### config.mk
export PLATFORM = sky130hd
export DESIGN_NAME = pid_controller_integral_clamp
export DESIGN_NICKNAME = d
export VERILOG_FILES = /design/src/sv/pidc_pkg.sv /design/src/sv/pidc_mul.sv /design/src/sv/pidc_div.sv /design/src/sv/pidc_regs.sv /design/src/sv/pid_controller_integral_clamp.sv
export VERILOG_INCLUDE_DIRS = /design/src /design/src/sv
export SDC_FILE = /design/constraint.sdc
export NUM_CORES = 2
export LEC_CHECK = 0
export BUFFER_PORTS_ARGS = -buffer_cell sky130_fd_sc_hd__buf_2
export CAP_MARGIN = 25
export CORE_UTILIZATION = 50
export DETAILED_ROUTE_END_ITERATION = 8
export PLACE_DENSITY = 0.67
export SLEW_MARGIN = 15
export SYNTH_ARGS = -nofsm -noshare
export SYNTH_HDL_FRONTEND = slang
export SYNTH_SLANG_ARGS = --single-unit
### constraint.sdc
create_clock -name clk -period 13.76 [get_ports clk]
set_input_delay 0 -clock clk [delete_from_list [all_inputs] [get_ports clk]]
set_output_delay 0 -clock clk [all_outputs]
set_load 0.02 [all_outputs]
### src/sv/pid_controller_integral_clamp_macros.svh
// assertion macros for the pid controller top level
// expects clk and arst_n in the scope of use
`ifndef PID_CONTROLLER_INTEGRAL_CLAMP_MACROS_SVH
`define PID_CONTROLLER_INTEGRAL_CLAMP_MACROS_SVH

// consequent checked in the same cycle as the antecedent
`define PIDC_ASSERT_SAME(label, ante, cons, msg) \
	label: assert property (@(posedge clk) disable iff (!arst_n) (ante) |-> (cons)) \
		else $error(msg);

// consequent checked in the cycle after the antecedent
`define PIDC_ASSERT_NEXT(label, ante, cons, msg) \
	label: assert property (@(posedge clk) disable iff (!arst_n) (ante) |=> (cons)) \
		else $error(msg);

`endif

### src/sv/pidc_pkg.sv
// shared types, constants and saturation helpers for the pid controller
// no dependencies; imported by every pidc module
package pidc_pkg;

	localparam int DATA_W    = 32;
	localparam int FRAC_W    = 16;
	localparam int DIGIT_W   = 4;
	localparam int NUM_REGS  = 7;
	localparam int PADDR_W   = $clog2(4 * NUM_REGS);
	localparam int REG_IDX_W = PADDR_W - 2;

	localparam logic signed [DATA_W-1:0] WORD_MAX = {1'b0, {(DATA_W-1){1'b1}}};
	localparam logic signed [DATA_W-1:0] WORD_MIN = {1'b1, {(DATA_W-1){1'b0}}};

	localparam longint ONE_Q    = longint'(1) << FRAC_W;
	localparam longint MAX_L    = (longint'(1) << (DATA_W - 1)) - 1;
	localparam longint LIM_FULL = 5000 * ONE_Q;

	localparam logic [DATA_W-2:0] TS_RST = (DATA_W-1)'(ONE_Q);
	localparam logic signed [DATA_W-1:0] LIM_HI_RST =
		DATA_W'((LIM_FULL > MAX_L) ? MAX_L : LIM_FULL);
	localparam logic signed [DATA_W-1:0] LIM_LO_RST =
		DATA_W'((-LIM_FULL < -MAX_L - 1) ? -MAX_L - 1 : -LIM_FULL);

	// smallest gain with gain*10000 >= one
	localparam logic signed [DATA_W-1:0] ACT_MIN = DATA_W'((ONE_Q + 9999) / 10000);

	typedef enum logic [1:0] {
		FUNC_MEASURE = 2'd0,
		FUNC_REUSE   = 2'd1,
		FUNC_LOAD    = 2'd2,
		FUNC_CLEAR   = 2'd3
	} func_t;

	typedef enum logic [REG_IDX_W-1:0] {
		REG_SETPOINT  = REG_IDX_W'(0),
		REG_GAIN_P    = REG_IDX_W'(1),
		REG_GAIN_I    = REG_IDX_W'(2),
		REG_GAIN_D    = REG_IDX_W'(3),
		REG_TIME_STEP = REG_IDX_W'(4),
		REG_LIM_HI    = REG_IDX_W'(5),
		REG_LIM_LO    = REG_IDX_W'(6)
	} reg_idx_t;

	typedef struct packed {
		func_t                    func;
		logic signed [DATA_W-1:0] value;
	} cmd_t;

	typedef struct packed {
		logic signed [DATA_W-1:0] drive;
		logic signed [DATA_W-1:0] p_term;
		logic signed [DATA_W-1:0] i_term;
		logic signed [DATA_W-1:0] d_term;
		logic                     active;
	} res_t;

	typedef struct packed {
		logic signed [DATA_W-1:0] setpoint;
		logic signed [DATA_W-1:0] gain_p;
		logic signed [DATA_W-1:0] gain_i;
		logic signed [DATA_W-1:0] gain_d;
		logic        [DATA_W-2:0] time_step;
		logic signed [DATA_W-1:0] integ_limit_high;
		logic signed [DATA_W-1:0] integ_limit_low;
	} cfg_t;

	typedef enum logic [3:0] {
		ST_IDLE,
		ST_START,
		ST_INTEG,
		ST_CLAMP,
		ST_PMUL,
		ST_IMUL,
		ST_DWAIT,
		ST_DMUL,
		ST_SUM,
		ST_OUT
	} ctl_state_t;

	typedef enum logic [2:0] {
		DIV_IDLE,
		DIV_ABS,
		DIV_PREP,
		DIV_RUN,
		DIV_FIN
	} div_state_t;

	function automatic logic signed [DATA_W+1:0] ext2(input logic signed [DATA_W-1:0] x);
		return {{2{x[DATA_W-1]}}, x};
	endfunction

	// clip a two-bit-grown value back to the word range
	function automatic logic signed [DATA_W-1:0] sat_word(input logic signed [DATA_W+1:0] x);
		logic [2:0] top;
		top = x[DATA_W+1:DATA_W-1];
		if (top == 3'b000 || top == 3'b111)
			return x[DATA_W-1:0];
		else if (x[DATA_W+1])
			return WORD_MIN;
		else
			return WORD_MAX;
	endfunction

	function automatic logic gain_active(input logic signed [DATA_W-1:0] g);
		return g >= ACT_MIN;
	endfunction

endpackage

### src/sv/pidc_mul.sv
// digit-serial signed multiplier, one DIGIT_W-bit digit of b per cycle
// product is floor-shifted by FRAC_W and saturated; depends on pidc_pkg
module pidc_mul import pidc_pkg::*; (
	input  logic                     clk,
	input  logic                     arst_n,
	input  logic                     start,
	input  logic signed [DATA_W-1:0] a,
	input  logic signed [DATA_W-1:0] b,
	output logic                     busy,
	output logic signed [DATA_W-1:0] res
);

	localparam int DIGITS = (DATA_W + DIGIT_W - 1) / DIGIT_W;
	localparam int MB_W   = DIGITS * DIGIT_W;
	localparam int HI_W   = DATA_W + 1;
	localparam int SUM_W  = DATA_W + DIGIT_W + 1;
	localparam int P_W    = HI_W + MB_W;
	localparam int CNT_W  = $clog2(DIGITS + 1);

	logic signed [DATA_W-1:0] a_q;
	logic        [MB_W-1:0]   b_q;
	logic        [HI_W-1:0]   hi_q;
	logic        [MB_W-1:0]   lo_q;
	logic        [CNT_W-1:0]  cnt_q;
	logic                     fin_q;
	logic signed [DATA_W-1:0] res_q;

	logic signed [DIGIT_W:0]  dig;
	logic signed [SUM_W-1:0]  pp;
	logic        [SUM_W-1:0]  sum;
	logic signed [P_W-1:0]    prod;
	logic signed [P_W-1:0]    shr;
	logic [P_W-DATA_W:0]      top;
	logic signed [DATA_W-1:0] sat_res;

	// top digit carries the sign of b
	assign dig  = {(cnt_q == CNT_W'(1)) & b_q[DIGIT_W-1], b_q[DIGIT_W-1:0]};
	assign pp   = a_q * dig;
	assign sum  = {{DIGIT_W{hi_q[HI_W-1]}}, hi_q} + pp;
	assign prod = {hi_q, lo_q};
	assign shr  = prod >>> FRAC_W;
	assign top  = shr[P_W-1:DATA_W-1];

	always_comb begin
		if ((&top) || (~|top))
			sat_res = shr[DATA_W-1:0];
		else if (shr[P_W-1])
			sat_res = WORD_MIN;
		else
			sat_res = WORD_MAX;
	end

	always_ff @(posedge clk or negedge arst_n) begin
		if (!arst_n) begin
			cnt_q <= '0;
			fin_q <= 1'b0;
		end else if (start) begin
			cnt_q <= CNT_W'(DIGITS);
			fin_q <= 1'b0;
		end else begin
			fin_q <= (cnt_q == CNT_W'(1));
			if (cnt_q != '0)
				cnt_q <= cnt_q - CNT_W'(1);
		end
	end

	always_ff @(posedge clk) begin
		if (start) begin
			a_q  <= a;
			b_q  <= MB_W'(b);
			hi_q <= '0;
		end else if (cnt_q != '0) begin
			hi_q <= sum[SUM_W-1:DIGIT_W];
			lo_q <= {sum[DIGIT_W-1:0], lo_q[MB_W-1:DIGIT_W]};
			b_q  <= b_q >> DIGIT_W;
		end
		if (fin_q)
			res_q <= sat_res;
	end

	assign busy = (cnt_q != '0) || fin_q;
	assign res  = res_q;

endmodule

### src/sv/pidc_div.sv
// bit-serial restoring divider for the derivative: (diff << FRAC_W) / time_step
// truncates toward zero and saturates; depends on pidc_pkg
module pidc_div import pidc_pkg::*; (
	input  logic                     clk,
	input  logic                     arst_n,
	input  logic                     start,
	input  logic signed [DATA_W-1:0] diff,
	input  logic        [DATA_W-2:0] ts,
	output logic                     busy,
	output logic signed [DATA_W-1:0] res
);

	localparam int Q_W   = DATA_W - 1;
	localparam int SH    = DATA_W - 1 - FRAC_W;
	localparam int CMP_W = DATA_W + SH;
	localparam int D_W   = DATA_W + FRAC_W;
	localparam int CNT_W = $clog2(DATA_W);

	div_state_t state_q, state_d;

	logic [CNT_W-1:0]         cnt_q;
	logic [DATA_W-1:0]        mag_q;
	logic                     neg_q;
	logic                     zero_q;
	logic [Q_W-1:0]           ts_q;
	logic [Q_W-1:0]           rem_q;
	logic [Q_W-1:0]           dq_q;
	logic signed [DATA_W-1:0] res_q;

	logic [D_W-1:0]    dvd;
	logic              big;
	logic [DATA_W-1:0] t;
	logic [DATA_W-1:0] tdiff;
	logic              ge;
	logic [DATA_W-1:0] q_ext;

	assign dvd   = D_W'(mag_q) << FRAC_W;
	// quotient would not fit the word
	assign big   = CMP_W'(mag_q) >= (CMP_W'(ts_q) << SH);
	assign t     = {rem_q, dq_q[Q_W-1]};
	assign ge    = t >= {1'b0, ts_q};
	assign tdiff = t - {1'b0, ts_q};
	assign q_ext = {1'b0, dq_q};

	always_ff @(posedge clk or negedge arst_n) begin
		if (!arst_n)
			state_q <= DIV_IDLE;
		else
			state_q <= state_d;
	end

	always_comb begin
		state_d = state_q;
		case (state_q)
			DIV_IDLE: begin
				if (start)
					state_d = DIV_ABS;
			end
			DIV_ABS: state_d = DIV_PREP;
			DIV_PREP: begin
				if (zero_q || big)
					state_d = DIV_IDLE;
				else
					state_d = DIV_RUN;
			end
			DIV_RUN: begin
				if (cnt_q == CNT_W'(1))
					state_d = DIV_FIN;
			end
			DIV_FIN: state_d = DIV_IDLE;
			default: state_d = DIV_IDLE;
		endcase
	end

	always_ff @(posedge clk or negedge arst_n) begin
		if (!arst_n)
			cnt_q <= '0;
		else if (state_q == DIV_PREP)
			cnt_q <= CNT_W'(Q_W);
		else if (state_q == DIV_RUN)
			cnt_q <= cnt_q - CNT_W'(1);
	end

	always_ff @(posedge clk) begin
		case (state_q)
			DIV_IDLE: begin
				if (start) begin
					mag_q <= diff;
					ts_q  <= ts;
				end
			end
			DIV_ABS: begin
				neg_q  <= mag_q[DATA_W-1];
				zero_q <= (mag_q == '0);
				mag_q  <= mag_q[DATA_W-1] ? (~mag_q + 1'b1) : mag_q;
			end
			DIV_PREP: begin
				if (zero_q)
					res_q <= '0;
				else if (big)
					res_q <= neg_q ? WORD_MIN : WORD_MAX;
				else begin
					rem_q <= Q_W'(dvd >> Q_W);
					dq_q  <= dvd[Q_W-1:0];
				end
			end
			DIV_RUN: begin
				rem_q <= ge ? tdiff[Q_W-1:0] : t[Q_W-1:0];
				dq_q  <= {dq_q[Q_W-2:0], ge};
			end
			DIV_FIN: res_q <= neg_q ? (~q_ext + 1'b1) : q_ext;
			default: ;
		endcase
	end

	assign busy = (state_q != DIV_IDLE);
	assign res  = res_q;

endmodule

### src/sv/pidc_regs.sv
// configuration register file behind an apb-style port
// resets to the controller defaults; depends on pidc_pkg
module pidc_regs import pidc_pkg::*; (
	input  logic               clk,
	input  logic               arst_n,
	input  logic               psel,
	input  logic               penable,
	input  logic               pwrite,
	input  logic [PADDR_W-1:0] paddr,
	input  logic [DATA_W-1:0]  pwdata,
	output logic [DATA_W-1:0]  prdata,
	output logic               pready,
	output cfg_t               cfg
);

	cfg_t     cfg_q;
	reg_idx_t idx;
	logic     wr;

	assign idx    = reg_idx_t'(paddr[PADDR_W-1:2]);
	assign wr     = psel && penable && pwrite;
	assign pready = 1'b1;

	always_ff @(posedge clk or negedge arst_n) begin
		if (!arst_n) begin
			cfg_q.setpoint         <= '0;
			cfg_q.gain_p           <= '0;
			cfg_q.gain_i           <= '0;
			cfg_q.gain_d           <= '0;
			cfg_q.time_step        <= TS_RST;
			cfg_q.integ_limit_high <= LIM_HI_RST;
			cfg_q.integ_limit_low  <= LIM_LO_RST;
		end else if (wr) begin
			case (idx)
				REG_SETPOINT:  cfg_q.setpoint         <= pwdata;
				REG_GAIN_P:    cfg_q.gain_p           <= pwdata;
				REG_GAIN_I:    cfg_q.gain_i           <= pwdata;
				REG_GAIN_D:    cfg_q.gain_d           <= pwdata;
				REG_TIME_STEP: cfg_q.time_step        <= pwdata[DATA_W-2:0];
				REG_LIM_HI:    cfg_q.integ_limit_high <= pwdata;
				REG_LIM_LO:    cfg_q.integ_limit_low  <= pwdata;
				default: ;
			endcase
		end
	end

	always_comb begin
		case (idx)
			REG_SETPOINT:  prdata = cfg_q.setpoint;
			REG_GAIN_P:    prdata = cfg_q.gain_p;
			REG_GAIN_I:    prdata = cfg_q.gain_i;
			REG_GAIN_D:    prdata = cfg_q.gain_d;
			REG_TIME_STEP: prdata = {1'b0, cfg_q.time_step};
			REG_LIM_HI:    prdata = cfg_q.integ_limit_high;
			REG_LIM_LO:    prdata = cfg_q.integ_limit_low;
			default:       prdata = '0;
		endcase
	end

	assign cfg = cfg_q;

endmodule

### src/sv/pid_controller_integral_clamp.sv
// pid controller with integral clamp: sequencer, state and output register
// update transaction: the next command is taken the cycle after the result is registered;
// commands stall until then; the result waits while a valid result is still stalled
// bit-serial divide overlaps the integral, p and i multiplies; the d multiply follows it
// load and clear act on acceptance; async reset clears errors, integral, output
// valid and loads register defaults; depends on pidc_pkg, pidc_mul, pidc_div, pidc_regs
`include "pid_controller_integral_clamp_macros.svh"

module pid_controller_integral_clamp import pidc_pkg::*; (
	input  logic               clk,
	input  logic               arst_n,
	input  logic               psel,
	input  logic               penable,
	input  logic               pwrite,
	input  logic [PADDR_W-1:0] paddr,
	input  logic [DATA_W-1:0]  pwdata,
	output logic [DATA_W-1:0]  prdata,
	output logic               pready,
	input  logic               cmd_valid,
	output logic               cmd_stall,
	input  cmd_t               cmd,
	output logic               res_valid,
	input  logic               res_stall,
	output res_t               res
);

	cfg_t       cfg;
	ctl_state_t state_q, state_d;

	logic signed [DATA_W-1:0] cur_err_q;
	logic signed [DATA_W-1:0] prev_err_q;
	logic signed [DATA_W-1:0] integ_q;
	logic signed [DATA_W-1:0] acc_q;
	logic signed [DATA_W+1:0] sum_q;
	logic signed [DATA_W-1:0] p_q;
	logic signed [DATA_W-1:0] i_q;
	logic signed [DATA_W-1:0] d_q;
	res_t                     res_q;
	logic                     res_valid_q;

	logic                     cmd_acc;
	logic                     out_go;
	logic                     mul_start;
	logic signed [DATA_W-1:0] mul_a;
	logic signed [DATA_W-1:0] mul_b;
	logic                     mul_busy;
	logic signed [DATA_W-1:0] mul_res;
	logic                     div_start;
	logic signed [DATA_W-1:0] div_diff;
	logic                     div_busy;
	logic signed [DATA_W-1:0] div_res;
	logic signed [DATA_W-1:0] lim_hi;
	logic signed [DATA_W-1:0] lim_lo;
	logic signed [DATA_W-1:0] clamp_val;
	logic                     act;

	pidc_regs u_regs (
		.clk     (clk),
		.arst_n  (arst_n),
		.psel    (psel),
		.penable (penable),
		.pwrite  (pwrite),
		.paddr   (paddr),
		.pwdata  (pwdata),
		.prdata  (prdata),
		.pready  (pready),
		.cfg     (cfg)
	);

	pidc_mul u_mul (
		.clk    (clk),
		.arst_n (arst_n),
		.start  (mul_start),
		.a      (mul_a),
		.b      (mul_b),
		.busy   (mul_busy),
		.res    (mul_res)
	);

	pidc_div u_div (
		.clk    (clk),
		.arst_n (arst_n),
		.start  (div_start),
		.diff   (div_diff),
		.ts     (cfg.time_step),
		.busy   (div_busy),
		.res    (div_res)
	);

	assign cmd_stall = (state_q != ST_IDLE);
	assign cmd_acc   = cmd_valid && !cmd_stall;
	assign out_go    = (state_q == ST_OUT) && (!res_valid_q || !res_stall);

	assign div_diff  = sat_word(ext2(cur_err_q) - ext2(prev_err_q));
	assign lim_hi    = cfg.integ_limit_high;
	assign lim_lo    = cfg.integ_limit_low;
	// high limit tested first; crossed limits give high above it, low for all other values
	assign clamp_val = (acc_q > lim_hi) ? lim_hi : ((acc_q < lim_lo) ? lim_lo : acc_q);
	assign act       = gain_active(cfg.gain_p) || gain_active(cfg.gain_i) ||
		gain_active(cfg.gain_d);

	always_ff @(posedge clk or negedge arst_n) begin
		if (!arst_n)
			state_q <= ST_IDLE;
		else
			state_q <= state_d;
	end

	always_comb begin
		state_d   = state_q;
		mul_start = 1'b0;
		mul_a     = cur_err_q;
		mul_b     = DATA_W'(cfg.time_step);
		div_start = 1'b0;
		case (state_q)
			ST_IDLE: begin
				if (cmd_acc && (cmd.func == FUNC_MEASURE || cmd.func == FUNC_REUSE))
					state_d = ST_START;
			end
			ST_START: begin
				mul_start = 1'b1;
				div_start = 1'b1;
				state_d   = ST_INTEG;
			end
			ST_INTEG: begin
				if (!mul_busy)
					state_d = ST_CLAMP;
			end
			ST_CLAMP: begin
				mul_start = 1'b1;
				mul_a     = cfg.gain_p;
				mul_b     = cur_err_q;
				state_d   = ST_PMUL;
			end
			ST_PMUL: begin
				mul_a = cfg.gain_i;
				mul_b = integ_q;
				if (!mul_busy) begin
					mul_start = 1'b1;
					state_d   = ST_IMUL;
				end
			end
			ST_IMUL: begin
				if (!mul_busy)
					state_d = ST_DWAIT;
			end
			ST_DWAIT: begin
				mul_a = cfg.gain_d;
				mul_b = div_res;
				if (!div_busy) begin
					mul_start = 1'b1;
					state_d   = ST_DMUL;
				end
			end
			ST_DMUL: begin
				if (!mul_busy)
					state_d = ST_SUM;
			end
			ST_SUM: state_d = ST_OUT;
			ST_OUT: begin
				if (out_go)
					state_d = ST_IDLE;
			end
			default: state_d = ST_IDLE;
		endcase
	end

	// controller state and output valid
	always_ff @(posedge clk or negedge arst_n) begin
		if (!arst_n) begin
			cur_err_q   <= '0;
			prev_err_q  <= '0;
			integ_q     <= '0;
			res_valid_q <= 1'b0;
		end else begin
			if (cmd_acc) begin
				case (cmd.func)
					FUNC_MEASURE: cur_err_q <= sat_word(ext2(cfg.setpoint) - ext2(cmd.value));
					FUNC_LOAD:    cur_err_q <= cmd.value;
					FUNC_CLEAR: begin
						cur_err_q  <= '0;
						prev_err_q <= '0;
						integ_q    <= '0;
					end
					default: ;
				endcase
			end
			if (state_q == ST_CLAMP) begin
				integ_q    <= clamp_val;
				prev_err_q <= cur_err_q;
			end
			if (out_go)
				res_valid_q <= 1'b1;
			else if (!res_stall)
				res_valid_q <= 1'b0;
		end
	end

	always_ff @(posedge clk) begin
		if (state_q == ST_INTEG && !mul_busy)
			acc_q <= sat_word(ext2(integ_q) + ext2(mul_res));
		if (state_q == ST_PMUL && !mul_busy)
			p_q <= mul_res;
		if (state_q == ST_IMUL && !mul_busy)
			i_q <= mul_res;
		if (state_q == ST_DMUL && !mul_busy)
			d_q <= mul_res;
		if (state_q == ST_SUM)
			sum_q <= ext2(p_q) + ext2(i_q);
		if (out_go) begin
			res_q.drive  <= sat_word(sum_q + ext2(d_q));
			res_q.p_term <= p_q;
			res_q.i_term <= i_q;
			res_q.d_term <= d_q;
			res_q.active <= act;
		end
	end

	assign res_valid = res_valid_q;
	assign res       = res_q;

	`PIDC_ASSERT_NEXT(a_integ_in_limits, state_q == ST_CLAMP && lim_lo <= lim_hi, integ_q <= $past(lim_hi) && integ_q >= $past(lim_lo), "integral outside clamp limits")
	`PIDC_ASSERT_SAME(a_units_idle_at_out, state_q == ST_OUT, !mul_busy && !div_busy, "arithmetic unit still busy when result is formed")
	`PIDC_ASSERT_NEXT(a_clear_state, cmd_acc && cmd.func == FUNC_CLEAR, cur_err_q == '0 && prev_err_q == '0 && integ_q == '0, "clear transaction left controller state")

endmodule

==> metrics.txt <==
Slew Viols, Final 0; largest buffer count on any clock path 3; number of flops mapped to enable cells by yosys 561; final worst slack 6850 ps; post-DP HPWL 127000 microns; H-tree Lvls 3; Post-Place Worst Slack 6540 ps; Antenna Nets Post-Route 0; final hold violation count 0; Residual DRC 8; ys flop type edfxtp_1; port bufs 238; DIE WIDTH 337 microns; Synth Cell Area 0.0562 sq mm; GPL Wtd Cong 1.01; wire length per cell 23.7 microns; reg2reg start u_mul.cnt_q[1]; TritonRoute pass-1 iters 9; Mapped Cells 5296; outcome finished with violations; core area 0.111 sq mm; Routed WL 170000 microns; antenna violations before repair 9; failing checks DRC; clock sinks 931; Initial Util 50.6%; worst slew pin tran 1050 ps; RSZ-0062 raised after global routing no; Worst EP required 14370 ps; Netlist cell types 93; register bit total from synthesis 931; Worst Hold Class in2reg; Fmax achieved 145 MHz; leading cell types in the layout, fill and taps excluded edfxtp_1, nand2_1, inv_1, o21ai_0, ha_1; Avg Cell Area, Syn 10.6 sq um; most common cell after layout, fill and taps aside edfxtp_1; CTS tree yes; Tmin final 6910 ps; Seq/Total Area, Yosys 46.2%; final setup violation count 0; Net Count, Synth 5862; CTS Buf Count 100; vias per cell 6.04; clock slew at reported path FFs 70 ps; Max-Cap Viols 0; CP arrival 7520 ps; row count 122; crit path launch u_mul.cnt_q[1]; CP endpoint kind flop; clock skew 26.6 ps; PostCTS Resize Cnt 0; first-pass GRT wire length 255000 microns; ys async rst share 36.2%; worst slew margin relative to its limit 29.6%; fill count 9442; vias in the first global route 40.9k; hold_sp cmd[32]; setup TNS 0 ps; Critical Path Fanout Max 33; Yosys warnings 0; pin count of the biggest net entering global routing 133; total grt overflow 0; Total Routing Usage GR 29.9%; clock latency on the worst-skew pair 710 ps; final hold slack 91.0 ps; root buf cell clkbuf_16; fin crit share 50.2%; Initial DRC Count 4396; I/O Pins 242; die area 0.114 sq mm; Layout area overhead 13.5%; Die Height 337 microns; proportion of layout cells with a drive suffix above 1 13.1%; DR vias 43.4k; Layout Nets 6172; critical path class reg2reg; Startpoint Class flop
-- flip-flops by register name, indices dropped and copies added, names as in the netlist, 33 cells and up --
register / cells
res: 129
u_regs.cfg: 223
u_mul.hi_q: 33
sum_q: 33
-- stage by stage --
| step | cells | cell area (sq um) | utilization (%) |
|---|---|---|---|
| floorplan | 5296 | 56200 | - |
| global placement | 6872 | 59100 | 53.2 |
| detailed placement | 6875 | 59200 | 53.2 |
| CTS | 7170 | 63600 | 57.2 |
| global route | 7181 | 63800 | 57.4 |
| finish | 7186 | 63800 | 57.4 |
-- routing by layer --
layer	vias up	GRT usage (%)	routed length, microns
li1	19800	-	-
met1	21300	41.4	71300
met2	1996	44.8	74200
met3	291	6.91	16600
met4	4	13.2	8100
met5	-	0	27
-- what timing repair did --
item / in CTS / in global routing
endpoints found under the hold margin: 343 / 0
hold buffers: 108 / 0
setup buffers: 0 / 0
-- final cells by class --
| type | count | area, sq um | share of cell area, % |
|---|---|---|---|
| Multi-Input combinational cell | 3705 | 27900 | 43.8 |
| Sequential cell | 931 | 26000 | 40.7 |
| Timing Repair Buffer | 423 | 3020 | 4.73 |
| Clock buffer | 126 | 2700 | 4.24 |
| Tap cell | 1488 | 1860 | 2.92 |
| Inverter | 445 | 1670 | 2.62 |
| Clock inverter | 61 | 624 | 0.979 |
| Antenna cell | 7 | 17.5 | 0.0275 |
-- critical path: stages, from the launching register on --
cell and delay [ps]:
dfrtp_1 390, inv_1 100, ha_1 170, nand3_1 80, buf_4 260, or2_2 340, fa_1 510, fa_1 520
fa_1 540, inv_1 50, fa_1 500, fa_1 470, a21oi_1 220, nand4b_1 170, a21boi_0 220, o311ai_0 730
a21oi_1 300, nor2_1 340, o211ai_1 220, a41oi_1 370, a211oi_1 130, a211oi_1 170
-- final timing paths --
check,cells after the start,slack [ps],to
hold / removal,5,90,cur_err_q[2]
max in group asynchronous,5,11820,state_q[3]
setup / recovery,21,6850,u_mul.hi_q[31]
min in group asynchronous,4,470,integ_q[28]
hold reg to reg,0,450,u_mul.lo_q[17]
setup reg to reg,21,6850,u_mul.hi_q[31]
-- synthesized netlist by cell type (all sizes together) (31+ instances only) --
| cell type | n | area (sq um) |
|---|---|---|
| a22o | 33 | 289 |
| a21o | 149 | 1120 |
| nand2 | 452 | 1700 |
| fa | 136 | 2720 |
| a222oi | 63 | 631 |
| nand2b | 47 | 294 |
| o31ai | 36 | 275 |
| a21oi | 303 | 1520 |
| a22oi | 66 | 495 |
| nor2b | 38 | 238 |
| nand4 | 31 | 194 |
| o21a | 37 | 278 |
| mux2i | 105 | 1050 |
| nand3 | 67 | 335 |
| a31oi | 68 | 425 |
| nor3 | 62 | 315 |
| ha | 352 | 4400 |
| and3 | 35 | 219 |
| clkbuf | 185 | 694 |
| inv | 444 | 1670 |
| o21ai | 377 | 1890 |
| nor4 | 40 | 263 |
| dfrtp | 322 | 8060 |
| nor2 | 314 | 1180 |
| xnor2 | 130 | 1140 |
| edfxtp | 561 | 16800 |
| mux2 | 182 | 2050 |
| dfxtp | 33 | 661 |
| xor2 | 107 | 937 |
| and2 | 153 | 957 |
-- cell families (layout without fill, tap and decap cells) --
family / after synthesis / after routing / synth area share [%]
AO/OA/AOI/OAI: 1357 / 1357 / 15.7
AND/OR/NAND/NOR: 1323 / 1323 / 11.3
flip-flops: 931 / 931 / 46.2
buffers and inverters: 660 / 1055 / 4.46
adder cells (fa/ha/maj): 489 / 489 / 12.7
multiplexers: 298 / 298 / 5.96
XOR/XNOR: 237 / 237 / 3.69
other: 1 / 8 / 0.00667
Power is not shown: default switching activity piles up to over one toggle a cycle in this logic, so the estimate is an artifact.
